$ cat src/rtl/baro_pkg.sv
// Shared types, register indexes, constants and helpers for the barometric compensation block.
package baro_pkg;

	localparam int unsigned CFG_IDX_W = 2;
	localparam int unsigned CFG_DATA_W = 64;

	localparam logic [CFG_IDX_W-1:0] REG_TEMP       = 2'd0;
	localparam logic [CFG_IDX_W-1:0] REG_PRESS_LOW  = 2'd1;
	localparam logic [CFG_IDX_W-1:0] REG_PRESS_MID  = 2'd2;
	localparam logic [CFG_IDX_W-1:0] REG_PRESS_LAST = 2'd3;

	localparam logic [31:0] OFFSET_64000 = 32'd64000;
	localparam logic [31:0] ONE_SHL20    = 32'd1048576;
	localparam logic [31:0] SCALE_3125   = 32'd3125;
	localparam logic [31:0] HALF_SCALE   = 32'd32768;
	localparam logic [31:0] ROUND_128    = 32'd128;

	typedef struct packed {
		logic [47:0] temp;
		logic [63:0] press_low;
		logic [63:0] press_mid;
		logic [15:0] press_last;
	} coeffs_t;

	typedef struct packed {
		logic        dz;
		logic        kind;
		logic [31:0] press;
		logic [15:0] temp;
	} result_t;

	typedef enum logic [4:0] {
		ST_IDLE,
		ST_T0, ST_T1, ST_T2, ST_T3, ST_T4,
		ST_P0, ST_P1, ST_P2, ST_P3, ST_P4, ST_P5, ST_P6, ST_P7,
		ST_P8, ST_P9, ST_P10, ST_DIV, ST_P11, ST_P12, ST_P13, ST_P14, ST_P15,
		ST_DONE
	} state_t;

	function automatic logic [31:0] asr(input logic [31:0] x, input logic [4:0] n);
		logic signed [31:0] xs;
		xs = x;
		return xs >>> n;
	endfunction

	function automatic logic [31:0] sx16(input logic [15:0] v);
		return {{16{v[15]}}, v};
	endfunction

endpackage

$ cat src/rtl/baro_mul.sv
// Shared 32 by 32 multiplier keeping the low 32 bits, with a registered product.
module baro_mul (
	input  logic        clk,
	input  logic [31:0] a,
	input  logic [31:0] b,
	output logic [31:0] prod_q
);

	always_ff @(posedge clk) begin
		prod_q <= a * b;
	end

endmodule

$ cat src/rtl/baro_div.sv
// Unsigned 32-bit restoring divider producing one quotient bit per cycle.
module baro_div (
	input  logic        clk,
	input  logic        arst_n,
	input  logic        start,
	input  logic [31:0] dividend,
	input  logic [31:0] divisor,
	output logic        done_q,
	output logic [31:0] quo_q
);

	localparam int unsigned STEPS = 32;
	localparam int unsigned CNT_W = $clog2(STEPS);
	localparam logic [CNT_W-1:0] LAST = CNT_W'(STEPS - 1);

	logic             busy_q;
	logic [CNT_W-1:0] cnt_q;
	logic [31:0]      rem_q;
	logic [31:0]      dsr_q;
	logic [32:0]      rem_sh;
	logic [32:0]      diff;
	logic             ge;

	assign rem_sh = {rem_q, quo_q[31]};
	assign diff   = rem_sh - {1'b0, dsr_q};
	assign ge     = ~diff[32];

	always_ff @(posedge clk or negedge arst_n) begin
		if (!arst_n) begin
			busy_q <= 1'b0;
			done_q <= 1'b0;
			cnt_q  <= '0;
		end else begin
			done_q <= busy_q && (cnt_q == LAST);
			if (start) begin
				busy_q <= 1'b1;
				cnt_q  <= '0;
			end else if (busy_q) begin
				cnt_q <= cnt_q + 1'b1;
				if (cnt_q == LAST) begin
					busy_q <= 1'b0;
				end
			end
		end
	end

	always_ff @(posedge clk) begin
		if (start) begin
			rem_q <= '0;
			quo_q <= dividend;
			dsr_q <= divisor;
		end else if (busy_q) begin
			rem_q <= ge ? diff[31:0] : rem_sh[31:0];
			quo_q <= {quo_q[30:0], ge};
		end
	end

endmodule

$ cat src/rtl/baro_core.sv
// Sequencer and datapath that run the compensation formulas on the shared multiplier and divider.
module baro_core (
	input  logic                clk,
	input  logic                arst_n,
	input  logic                in_valid,
	output logic                in_ready,
	input  logic                req_type,
	input  logic [19:0]         raw_sample,
	input  baro_pkg::coeffs_t   coeffs,
	output logic                res_valid,
	input  logic                res_ready,
	output baro_pkg::result_t   res
);

	import baro_pkg::*;

	state_t      state_q, state_d;
	logic        kind_q;
	logic [19:0] adc_q;
	logic [31:0] fine_q;
	logic [31:0] v1_q, v2_q, sq_q, t_q, x_q, p_q;
	logic        big_q;
	logic [15:0] res_temp_q;
	logic [31:0] res_press_q;
	logic        res_dz_q;

	logic [31:0] mul_a, mul_b, prod_q;
	logic        div_start, div_done;
	logic [31:0] div_dividend, div_quo;

	logic [31:0] adc32;
	logic [31:0] t1, t2, t3;
	logic [31:0] p1, p2, p3, p4, p5, p6, p7, p8, p9;
	logic [31:0] temp_calc, p6_sum;

	assign adc32 = {12'd0, adc_q};
	assign t1 = {16'd0, coeffs.temp[15:0]};
	assign t2 = sx16(coeffs.temp[31:16]);
	assign t3 = sx16(coeffs.temp[47:32]);
	assign p1 = {16'd0, coeffs.press_low[15:0]};
	assign p2 = sx16(coeffs.press_low[31:16]);
	assign p3 = sx16(coeffs.press_low[47:32]);
	assign p4 = sx16(coeffs.press_low[63:48]);
	assign p5 = sx16(coeffs.press_mid[15:0]);
	assign p6 = sx16(coeffs.press_mid[31:16]);
	assign p7 = sx16(coeffs.press_mid[47:32]);
	assign p8 = sx16(coeffs.press_mid[63:48]);
	assign p9 = sx16(coeffs.press_last);

	assign temp_calc = asr((fine_q << 2) + fine_q + ROUND_128, 5'd8);
	assign p6_sum    = t_q + asr(prod_q, 5'd1);
	assign div_dividend = prod_q[31] ? prod_q : (prod_q << 1);

	baro_mul u_mul (
		.clk    (clk),
		.a      (mul_a),
		.b      (mul_b),
		.prod_q (prod_q)
	);

	baro_div u_div (
		.clk      (clk),
		.arst_n   (arst_n),
		.start    (div_start),
		.dividend (div_dividend),
		.divisor  (x_q),
		.done_q   (div_done),
		.quo_q    (div_quo)
	);

	always_comb begin
		state_d = state_q;
		unique case (state_q)
			ST_IDLE: begin
				if (in_valid) begin
					state_d = req_type ? ST_P0 : ST_T0;
				end
			end
			ST_T0:  state_d = ST_T1;
			ST_T1:  state_d = ST_T2;
			ST_T2:  state_d = ST_T3;
			ST_T3:  state_d = ST_T4;
			ST_T4:  state_d = ST_DONE;
			ST_P0:  state_d = ST_P1;
			ST_P1:  state_d = ST_P2;
			ST_P2:  state_d = ST_P3;
			ST_P3:  state_d = ST_P4;
			ST_P4:  state_d = ST_P5;
			ST_P5:  state_d = ST_P6;
			ST_P6:  state_d = ST_P7;
			ST_P7:  state_d = ST_P8;
			ST_P8:  state_d = ST_P9;
			ST_P9:  state_d = (x_q == '0) ? ST_DONE : ST_P10;
			ST_P10: state_d = ST_DIV;
			ST_DIV: begin
				if (div_done) begin
					state_d = ST_P11;
				end
			end
			ST_P11: state_d = ST_P12;
			ST_P12: state_d = ST_P13;
			ST_P13: state_d = ST_P14;
			ST_P14: state_d = ST_P15;
			ST_P15: state_d = ST_DONE;
			ST_DONE: begin
				if (res_ready) begin
					state_d = ST_IDLE;
				end
			end
			default: state_d = ST_IDLE;
		endcase
	end

	always_comb begin
		mul_a     = '0;
		mul_b     = '0;
		div_start = 1'b0;
		in_ready  = 1'b0;
		res_valid = 1'b0;
		unique case (state_q)
			ST_IDLE: in_ready = 1'b1;
			ST_T0: begin
				mul_a = (adc32 >> 3) - (t1 << 1);
				mul_b = t2;
			end
			ST_T1: begin
				mul_a = t_q;
				mul_b = t_q;
			end
			ST_T2: begin
				mul_a = asr(prod_q, 5'd12);
				mul_b = t3;
			end
			ST_P1: begin
				mul_a = asr(v1_q, 5'd2);
				mul_b = asr(v1_q, 5'd2);
			end
			ST_P2: begin
				mul_a = v1_q;
				mul_b = p5;
			end
			ST_P3: begin
				mul_a = asr(sq_q, 5'd11);
				mul_b = p6;
			end
			ST_P4: begin
				mul_a = p3;
				mul_b = asr(sq_q, 5'd13);
			end
			ST_P5: begin
				mul_a = p2;
				mul_b = v1_q;
			end
			ST_P7: begin
				mul_a = x_q;
				mul_b = p1;
			end
			ST_P9: begin
				mul_a = t_q;
				mul_b = SCALE_3125;
			end
			ST_P10: div_start = 1'b1;
			ST_P11: begin
				mul_a = p_q >> 3;
				mul_b = p_q >> 3;
			end
			ST_P12: begin
				mul_a = p9;
				mul_b = prod_q >> 13;
			end
			ST_P13: begin
				mul_a = p_q >> 2;
				mul_b = p8;
			end
			ST_DONE: res_valid = 1'b1;
			default: ;
		endcase
	end

	always_ff @(posedge clk or negedge arst_n) begin
		if (!arst_n) begin
			state_q <= ST_IDLE;
			fine_q  <= '0;
		end else begin
			state_q <= state_d;
			if (state_q == ST_T3) begin
				fine_q <= v1_q + asr(prod_q, 5'd14);
			end
		end
	end

	always_ff @(posedge clk) begin
		unique case (state_q)
			ST_IDLE: begin
				if (in_valid) begin
					kind_q <= req_type;
					adc_q  <= raw_sample;
				end
			end
			ST_T0: t_q <= (adc32 >> 4) - t1;
			ST_T1: v1_q <= asr(prod_q, 5'd11);
			ST_T4: begin
				res_temp_q  <= temp_calc[15:0];
				res_press_q <= '0;
				res_dz_q    <= 1'b0;
			end
			ST_P0: v1_q <= asr(fine_q, 5'd1) - OFFSET_64000;
			ST_P2: sq_q <= prod_q;
			ST_P3: t_q <= prod_q << 1;
			ST_P4: v2_q <= asr(prod_q + t_q, 5'd2) + (p4 << 16);
			ST_P5: t_q <= asr(prod_q, 5'd3);
			ST_P6: x_q <= HALF_SCALE + asr(p6_sum, 5'd18);
			ST_P8: begin
				x_q <= asr(prod_q, 5'd15);
				t_q <= (ONE_SHL20 - adc32) - asr(v2_q, 5'd12);
			end
			ST_P9: begin
				if (x_q == '0) begin
					res_temp_q  <= '0;
					res_press_q <= '0;
					res_dz_q    <= 1'b1;
				end
			end
			ST_P10: big_q <= prod_q[31];
			ST_DIV: begin
				if (div_done) begin
					p_q <= big_q ? (div_quo << 1) : div_quo;
				end
			end
			ST_P13: t_q <= asr(prod_q, 5'd12);
			ST_P14: t_q <= t_q + asr(prod_q, 5'd13) + p7;
			ST_P15: begin
				res_temp_q  <= '0;
				res_press_q <= p_q + asr(t_q, 5'd4);
				res_dz_q    <= 1'b0;
			end
			default: ;
		endcase
	end

	assign res.dz    = res_dz_q;
	assign res.kind  = kind_q;
	assign res.press = res_press_q;
	assign res.temp  = res_temp_q;

endmodule

$ cat src/rtl/baro_temp_pressure_compensation.sv
// Top level: calibration registers, stream ports and result register around the compensation core.
//
//  Channel  | Signals                                  | Contents
//  ---------+------------------------------------------+-------------------------------------
//  s_axis   | tvalid, tready, tdata[23:0], tuser[0:0]  | raw sample in, sample kind
//  m_axis   | tvalid, tready, tdata[47:0], tuser[1:0]  | temperature, pressure, kind, flag
//  cfg      | cfg_we, cfg_index[1:0], cfg_data[63:0]   | calibration register writes
//
// A temperature transaction runs through states T0 to T4 on the shared multiplier before
// its result is presented. A pressure transaction runs through states P0 to P15, with the
// bit-serial divider between P10 and P11; a zero divisor ends it after state P9.
// The input is ready only while the sequencer is idle, from the cycle after the result moves
// on; the result register lets it wait for m_axis_tready while the next sample is taken.
// Reset clears the calibration registers and the stored fine temperature.
module baro_temp_pressure_compensation (
	input  logic                          clk,
	input  logic                          arst_n,
	input  logic                          s_axis_tvalid,
	output logic                          s_axis_tready,
	input  logic [23:0]                   s_axis_tdata,  // raw_sample[19:0], zero pad
	input  logic [0:0]                    s_axis_tuser,  // req_type
	output logic                          m_axis_tvalid,
	input  logic                          m_axis_tready,
	output logic [47:0]                   m_axis_tdata,  // temperature_centi, pressure_pa
	output logic [1:0]                    m_axis_tuser,  // result_kind, divide_zero
	input  logic                          cfg_we,
	input  logic [baro_pkg::CFG_IDX_W-1:0] cfg_index,
	input  logic [baro_pkg::CFG_DATA_W-1:0] cfg_data
);

	import baro_pkg::*;

	coeffs_t coeffs_q;
	result_t core_res;
	result_t out_q;
	logic    out_valid_q;
	logic    core_valid, core_ready;

	always_ff @(posedge clk or negedge arst_n) begin
		if (!arst_n) begin
			coeffs_q <= '0;
		end else if (cfg_we) begin
			unique case (cfg_index)
				REG_TEMP:       coeffs_q.temp       <= cfg_data[47:0];
				REG_PRESS_LOW:  coeffs_q.press_low  <= cfg_data;
				REG_PRESS_MID:  coeffs_q.press_mid  <= cfg_data;
				REG_PRESS_LAST: coeffs_q.press_last <= cfg_data[15:0];
				default: ;
			endcase
		end
	end

	baro_core u_core (
		.clk        (clk),
		.arst_n     (arst_n),
		.in_valid   (s_axis_tvalid),
		.in_ready   (s_axis_tready),
		.req_type   (s_axis_tuser[0]),
		.raw_sample (s_axis_tdata[19:0]),
		.coeffs     (coeffs_q),
		.res_valid  (core_valid),
		.res_ready  (core_ready),
		.res        (core_res)
	);

	assign core_ready = !out_valid_q || m_axis_tready;

	always_ff @(posedge clk or negedge arst_n) begin
		if (!arst_n) begin
			out_valid_q <= 1'b0;
		end else if (core_ready) begin
			out_valid_q <= core_valid;
		end
	end

	always_ff @(posedge clk) begin
		if (core_ready && core_valid) begin
			out_q <= core_res;
		end
	end

	assign m_axis_tvalid = out_valid_q;
	assign m_axis_tdata  = {out_q.press, out_q.temp};
	assign m_axis_tuser  = {out_q.dz, out_q.kind};

endmodule
$ cat config.mk
export PLATFORM = sky130hd
export DESIGN_NAME = baro_temp_pressure_compensation
export DESIGN_NICKNAME = d
export VERILOG_FILES = /design/src/rtl/baro_pkg.sv /design/src/rtl/baro_mul.sv /design/src/rtl/baro_div.sv /design/src/rtl/baro_core.sv /design/src/rtl/baro_temp_pressure_compensation.sv
export SDC_FILE = /design/constraint.sdc
export NUM_CORES = 2
export LEC_CHECK = 0
export BUFFER_PORTS_ARGS = -buffer_cell sky130_fd_sc_hd__clkbuf_2
export CELL_PAD_IN_SITES_DETAIL_PLACEMENT = 0
export CELL_PAD_IN_SITES_GLOBAL_PLACEMENT = 2
export CORE_MARGIN = 8
export CORE_UTILIZATION = 38
export CTS_BUF_LIST = sky130_fd_sc_hd__clkbuf_8 sky130_fd_sc_hd__clkbuf_16
export CTS_CLUSTER_SIZE = 14
export DETAILED_ROUTE_END_ITERATION = 8
export GPL_ROUTABILITY_DRIVEN = 0
export HOLD_SLACK_MARGIN = 0.1
export PLACE_DENSITY_LB_ADDON = 0.1
export SLEW_MARGIN = 20
export SYNTH_ARGS = -nofsm -noshare
export SYNTH_HDL_FRONTEND = slang
export SYNTH_SLANG_ARGS = --single-unit
$ cat constraint.sdc
create_clock -name clk -period 9.1 [get_ports clk]
set_input_delay 0.455 -clock clk [delete_from_list [all_inputs] [get_ports clk]]
set_output_delay 0.455 -clock clk [all_outputs]
set_load 0.03 [all_outputs]
---- Yosys cells after proc, flatten, opt, wreduce, memory -nomap -nowiden ----
Index checks and enable logic that the tools add are counted.
word-level totals
  input port bits ......................... 96
  word-level logic and storage cells ...... 135
  bits in registers ....................... 678
  output and inout port bits .............. 52
operators by class
  bitwise gates (word level) .............. 1
  muxes and demuxes ....................... 30
  reduce and logical (&&, ||, !) cells .... 24
  multiply operators ...................... 1
  add/sub/neg operators ................... 17
  equal/unequal tests ..................... 31
operators by type and width
  operator                                                                count
  32-bit one-hot mux with 13 select lines                                 1
  32-bit one-hot mux with 12 select lines                                 1
  32-bit adder                                                            7
  32-bit 2-to-1 mux                                                       6
  32-bit one-hot mux with 6 select lines                                  1
  32-bit one-hot mux with 2 select lines                                  2
  5-bit one-hot mux with 23 select lines                                  1
  32-bit one-hot mux with 3 select lines                                  1
  16-bit one-hot mux with 3 select lines                                  1
  5-bit == test (second input constant)                                   9
  5-bit by 4-bit == test with 1-bit output (second input constant)        8
  33-bit by 32-bit subtractor with 33-bit output                          1
  32-bit zero test                                                        1
  32-bit by 32-bit multiplier with 32-bit output                          1
  31-bit by 17-bit subtractor with 32-bit output (second input constant)  1
  32-bit subtractor                                                       1
  5-bit 2-to-1 mux                                                        5
  24-bit adder                                                            1
  24-bit by 8-bit adder with 24-bit output (second input constant)        1
  21-bit by 20-bit subtractor with 22-bit output (first input constant)   1
  5-bit by 3-bit == test with 1-bit output (second input constant)        4
  17-bit by 14-bit adder with 18-bit output (first input constant)        1
  17-bit by 17-bit subtractor with 18-bit output                          1
  16-bit by 16-bit subtractor with 17-bit output                          1
  other kinds (23)                                                        46

---- Logic depth before layout (Yosys ltp) ----
  word-level depth ........................ 4
  gate-level depth with buffers ........... 41
  mapped depth without buffers ............ 39

---- Hierarchy ----
Synthesis repeated with hierarchy kept, for this count alone.
unflattened totals
  cells, all modules ...................... 5396
  area, all modules ....................... 55507.0 um2
by module, submodules not included
  module                           area each (um2)  seq. area each (um2)  cells an instance  instances
  baro_core                        24389.6          7682.4                2608               1
  baro_mul                         16478.3          640.6                 1746               1
  baro_temp_pressure_compensation  8760.9           6331.1                462                1
  baro_div                         5878.1           2737.6                580                1

---- Worst setup path after synthesis ----
OpenSTA, ideal clock, no wires.
  path kind ............................... register -> register
  start ................................... register u_core.state_q[2]
  end ..................................... register u_core.u_mul.prod_q[31]
  arrival ................................. 9.791 ns
  data required time ...................... 8.971 ns
  path slack .............................. -0.820 ns
  period minus slack after synthesis ...... 9.920 ns
  setup time .............................. 0.129 ns
  path buffers ............................ 6
  stages on the path, launching flop included .. 38
  cells stage by stage .................... dfrtp_1 buf_4 or2_1 buf_4 nor3_2 clkbuf_1 buf_1 clkbuf_1 a22o_1 or4_1 clkbuf_1 nand2_1 fa_1 inv_1 fa_1 inv_1 fa_1 inv_1 (+2 left out) fa_1 inv_1 fa_1 fa_1 fa_1 xnor2_1 xnor2_1 xnor2_1 xnor2_1 xnor2_1 xnor2_1 xnor2_1 xnor2_1 xnor3_1 xnor3_1 xnor2_1 xnor2_1 xnor3_1
between the ends
  longest elaborated chain between the ends .. 4
  elaborated cells between the ends (all ways) .. 17
  those cells by class .................... mul: 1; eq/ne: 13; mux: 2; reduce/logical: 1
ends and longest elaborated chain
  what                                                                                                         RTL line          source
  from (decl)                                                                                                  baro_core.sv:17   state_t state_q, state_d;
  from (signal assigned)                                                                                       baro_core.sv:185  state_q <= state_d;
  5-bit by 2-bit == test with 1-bit output / 5-bit by 4-bit == test with 1-bit output (equally long branches)  baro_core.sv:120  unique case (state_q)
  2-bit OR reduction (no line)                                                                                 --
  32-bit one-hot mux with 12 select lines                                                                      baro_core.sv:120
  32-bit by 32-bit multiplier with 32-bit output *                                                             baro_mul.sv:10    prod_q <= a * b;
  to (signal assigned)                                                                                         baro_mul.sv:10
  to (decl)                                                                                                    baro_mul.sv:6     output logic [31:0] prod_q
Mark *: on every way between the ends. The rest lies on a longest branch, timed or not.
A chain may end at the register's enable or synchronous reset.

---- Worst setup path after layout ----
  start ................................... register coeffs_q[145] in the netlist's numbering
  end ..................................... register u_core.u_mul.prod_q[31]
between the ends
  longest elaborated chain between the ends .. 3
ends and longest elaborated chain
  what                                            RTL line                               source
  from (decl)                                     baro_temp_pressure_compensation.sv:33  coeffs_t coeffs_q;
  17-bit by 17-bit subtractor with 18-bit output  baro_core.sv:123                       mul_a = (adc32 >> 3) - (t1 << 1);
  32-bit one-hot mux with 12 select lines         baro_core.sv:120
  32-bit by 32-bit multiplier with 32-bit output  baro_mul.sv:10
Every way passes these cells.

==> reports/summary.json <==
{
  "outcome": {"value": "finished with violations"},
  "violations_in_the_final_reports": {"value": "DRC, setup timing"},
  "timing.critical_path.required": {"value": 9670, "unit": "ps"},
  "max_freq": {"value": 0.107, "unit": "GHz"},
  "slowest_stage": {"value": "sky130_fd_sc_hd__fa_1"},
  "insertion_delay": {"value": 700, "unit": "ps"},
  "initial_utilization": {"value": 38.3, "unit": "%"},
  "place_inst": {"value": 7974},
  "r2r_end": {"value": "u_core.u_mul.prod_q[31]"},
  "dominant_combinational_cell_family_by_area_after_synthesis": {"value": "adder cells"},
  "period_minus_slack": {"value": 9360, "unit": "ps"},
  "fin_nets": {"value": 7192},
  "grt_antenna_before_repair": {"value": 17},
  "numClockSinks": {"value": 625},
  "final_cells": {"value": 8206},
  "yosys_warnings": {"value": 0},
  "htreeDepth": {"value": 3},
  "synth-simple-area-share": {"value": 12.5, "unit": "%"},
  "cts-root-to-sink-buffers": {"value": 3},
  "worstReg2RegStart": {"value": "coeffs_q[145]"},
  "wl_per_cell": {"value": 28.0, "unit": "µm"},
  "clockRootBuffer": {"value": "sky130_fd_sc_hd__clkbuf_16"},
  "sequential_cell_area_fraction_in_the_yosys_report": {"value": 31.3, "unit": "%"},
  "max-vdd-ir-drop": {"value": 0.131, "unit": "mV"},
  "critical_path.max_stage_delay": {"value": 550, "unit": "ps"},
  "synth_compound_gate_area_share": {"value": 14.0, "unit": "%"},
  "worst_hold_startpoint": {"value": "cfg_data[46]"},
  "cts_tree": {"value": "built"},
  "hold_class": {"value": "primary input to register"},
  "drc_errors": {"value": 4},
  "hold_viol": {"value": 0},
  "relative_slew_slack": {"value": 7.12, "unit": "%"},
  "timing.setup.critical_path_class": {"value": "register to register"},
  "via_count": {"value": 45700},
  "detailed_place_hpwl": {"value": 185000, "unit": "µm"},
  "die-width": {"value": 394, "unit": "µm"},
  "cell_area_after_technology_mapping": {"value": 54200, "unit": "µm²"},
  "netlist_instances": {"value": 5533},
  "period_share": {"value": 103, "unit": "%"},
  "grt_max_degree": {"value": 76},
  "globalRoute.totalOverflow": {"value": 0},
  "cts.clk_slew.worst_paths": {"value": 70, "unit": "ps"},
  "cts_buffers": {"value": 80},
  "synth-adder-area-share": {"value": 25.8, "unit": "%"},
  "setup_slack": {"value": -260, "unit": "ps"},
  "max_slew.worst_pin.slew": {"value": 1360, "unit": "ps"},
  "synth_enable_flop_cells": {"value": 324},
  "fin_worst_skew": {"value": 36.8, "unit": "ps"},
  "cp-end-kind": {"value": "register"},
  "cp_data_arrival_time": {"value": 9940, "unit": "ps"},
  "core.rowCount": {"value": 138},
  "dieHeight": {"value": 394, "unit": "µm"},
  "antenna_left": {"value": 0},
  "io_pins": {"value": 148},
  "hold_path_end": {"value": "coeffs_q[62]"},
  "mappedNetlistNets": {"value": 6479},
  "unrepaired_setup_endpoints_after_global_routing": {"value": "yes"},
  "synth-async-reset-ratio": {"value": 37.9, "unit": "%"},
  "count_of_tritonroute_iterations_in_the_first_routing_pass": {"value": 9},
  "buffer_ports.inserted": {"value": 143},
  "first_global_vias": {"value": 46600},
  "worstRegToRegCells": {"value": 37},
  "yosysUniqueCellTypes": {"value": 85},
  "initialDrtViolationCount": {"value": 4461},
  "p_leak": {"value": 0.0295, "unit": "µW"},
  "layout_cells_sized_above_1": {"value": 20.6, "unit": "%"},
  "syn-mean-instance-area": {"value": 9.80, "unit": "µm²"},
  "syn_to_final_growth": {"value": 21.9, "unit": "%"},
  "track_usage": {"value": 28.8, "unit": "%"},
  "die_area": {"value": 155000, "unit": "µm²"},
  "core_area": {"value": 142000, "unit": "µm²"},
  "min_path_cells": {"value": 2},
  "grt_first_pass_wirelength": {"value": 329000, "unit": "µm"},
  "drt-total-wl": {"value": 229000, "unit": "µm"},
  "timing.critical_path.mode_cell": {"value": "sky130_fd_sc_hd__xnor2_1"},
  "via_per_inst": {"value": 5.57},
  "postSynth.topFlopCell": {"value": "sky130_fd_sc_hd__edfxtp_1"},
  "yosys.area_share.xor_xnor": {"value": 4.63, "unit": "%"},
  "setup_viol": {"value": 1},
  "postSynthRegisterBits": {"value": 625},
  "setup.reg_to_reg.worst_slack": {"value": -260, "unit": "ps"},
  "max-cap-violations": {"value": 0},
  "fin_util": {"value": 46.7, "unit": "%"},
  "powerDensity": {"value": 114, "unit": "nW/µm²"},
  "finalMaxSlewViolations": {"value": 0},
  "timing.critical_path.fanout_max": {"value": 4},
  "synthMuxAreaShare": {"value": 5.77, "unit": "%"},
  "worst_setup_path_start_kind": {"value": "register"}
}
## layout by cell type (no fill, tap or decap), types with 235 or more instances in the layout
| cell type | count |
|---|---|
| sky130_fd_sc_hd__inv_1 | 617 |
| sky130_fd_sc_hd__buf_4 | 612 |
| sky130_fd_sc_hd__nand2_1 | 528 |
| sky130_fd_sc_hd__nor2_1 | 445 |
| sky130_fd_sc_hd__fa_1 | 438 |
| sky130_fd_sc_hd__ha_1 | 398 |
| sky130_fd_sc_hd__edfxtp_1 | 324 |
| sky130_fd_sc_hd__a21oi_1 | 258 |
| sky130_fd_sc_hd__o21ai_0 | 256 |
| sky130_fd_sc_hd__dfrtp_1 | 235 |
## where the power goes
group	total, µW	internal (µW)	switching, µW	leakage (µW)
sequential	3260	3130	127	0.00584
combinational	927	444	483	0.0222
clock	3330	1960	1380	0.00139
## cells in the mapped netlist (69+ instances only)
master                       n  area (µm²)
sky130_fd_sc_hd__inv_1     610        2290
sky130_fd_sc_hd__nand2_1   533        2000
sky130_fd_sc_hd__nor2_1    461        1730
sky130_fd_sc_hd__fa_1      446        8930
sky130_fd_sc_hd__ha_1      404        5050
sky130_fd_sc_hd__edfxtp_1  324        9730
sky130_fd_sc_hd__a21oi_1   270        1350
sky130_fd_sc_hd__o21ai_0   263        1320
sky130_fd_sc_hd__dfrtp_1   237        5930
sky130_fd_sc_hd__clkbuf_1  212         796
sky130_fd_sc_hd__mux2_2    212        2390
sky130_fd_sc_hd__xnor2_1   179        1570
sky130_fd_sc_hd__a22oi_1   115         863
sky130_fd_sc_hd__a21o_1     92         691
sky130_fd_sc_hd__xor2_1     92         806
sky130_fd_sc_hd__nand2b_1   76         475
sky130_fd_sc_hd__mux2i_1    73         731
sky130_fd_sc_hd__nor3_1     69         345
## worst max path at each step
| stage | startpoint | slack, ps | depth (start not counted) | endpoint |
|---|---|---|---|---|
| global route | u_core.adc_q[4] | -690 | 42 | u_core.u_mul.prod_q[31] |
| finish | coeffs_q[145] | -260 | 37 | u_core.u_mul.prod_q[31] |
| CTS | coeffs_q[145] | -340 | 37 | u_core.u_mul.prod_q[31] |
| floorplan | u_core.state_q[2] | 1 | 38 | u_core.u_mul.prod_q[31] |
| global placement | coeffs_q[145] | -750 | 36 | u_core.u_mul.prod_q[31] |
| detailed placement | coeffs_q[145] | -770 | 36 | u_core.u_mul.prod_q[31] |
## state kept, by name, indices dropped and copies added (netlist names), 2 cells and up
| name | cells |
|---|---|
| u_core.v1_q | 32 |
| u_core.u_div.quo_q | 32 |
| m_axis_tdata | 48 |
| m_axis_tuser | 2 |
| u_core.x_q | 17 |
| u_core.sq_q | 21 |
| u_core.u_div.rem_q | 32 |
| u_core.u_div.dsr_q | 17 |
| u_core.res_temp_q | 16 |
| u_core.u_mul.prod_q | 32 |
| u_core.state_q | 5 |
| u_core.adc_q | 20 |
| u_core.t_q | 32 |
| u_core.u_div.cnt_q | 5 |
| u_core.res_press_q | 32 |
| u_core.fine_q | 32 |
| u_core.v2_q | 20 |
| u_core.p_q | 32 |
| coeffs_q | 192 |
## critical path: cells and delay by family (launching register included)
kind | cells | cell delay, ps
buffers and inverters | 5 | 440
multiplexers | 1 | 230
adder cells (fa/ha/maj) | 9 | 3840
XOR/XNOR | 13 | 2390
flip-flops | 1 | 390
AO/OA/AOI/OAI | 6 | 1290
AND/OR/NAND/NOR | 3 | 680
## kinds of logic (layout without fill, tap and decap cells)
| kind of cell | count (synthesis) | after routing |
|---|---|---|
| compound gates | 1146 | 1146 |
| xor+xnor | 277 | 277 |
| fa+ha+maj | 850 | 850 |
| buf+inv | 859 | 1639 |
| flops | 625 | 625 |
| mux | 286 | 286 |
| other cells | 0 | 3 |
| simple gates | 1490 | 1490 |
## what timing repair did
item,4_1_cts,5_1_grt
resized for setup,41,51
pin swaps,29,49
endpoints found under the setup margin,12,9
endpoints found under the hold margin,164,0
hold buffers,63,0
gates cloned,0,0
setup buffers,14,6
## cell type report
cell class | count | area [µm²]
multi-input cells | 4049 | 34600
flip-flops and latches | 625 | 16900
clock inverters | 60 | 572
fillers | 13700 | 75500
diodes | 3 | 7.51
inverters | 611 | 2290
repair buffers | 879 | 7110
clock buffers | 89 | 2150
well taps | 1890 | 2360
## metal layers
layer  GRT usage, %  up-vias  wire [µm]
li1               -    20500          -
met1           38.4    22900      97500
met2           46.1     1725     104000
met3           4.31      457      15100
met4           13.5        6      12900
met5          0.338        -         90
## metrics by stage
step                cell area (µm²)  total power, µW  worst slack [ps]  hold slack, ps  setup TNS (ps)
finish                        66100             7520              -260             149            -260
detailed placement            62200             4180              -774             361           -3310
global placement              62200             4170              -747             357           -2820
global route                  66100             7770              -685             138           -1750
floorplan                     54300             3810              1.33             159               0
CTS                           65800             7560              -343             107            -364
Note: power is estimated with default switching activity, not from simulation.
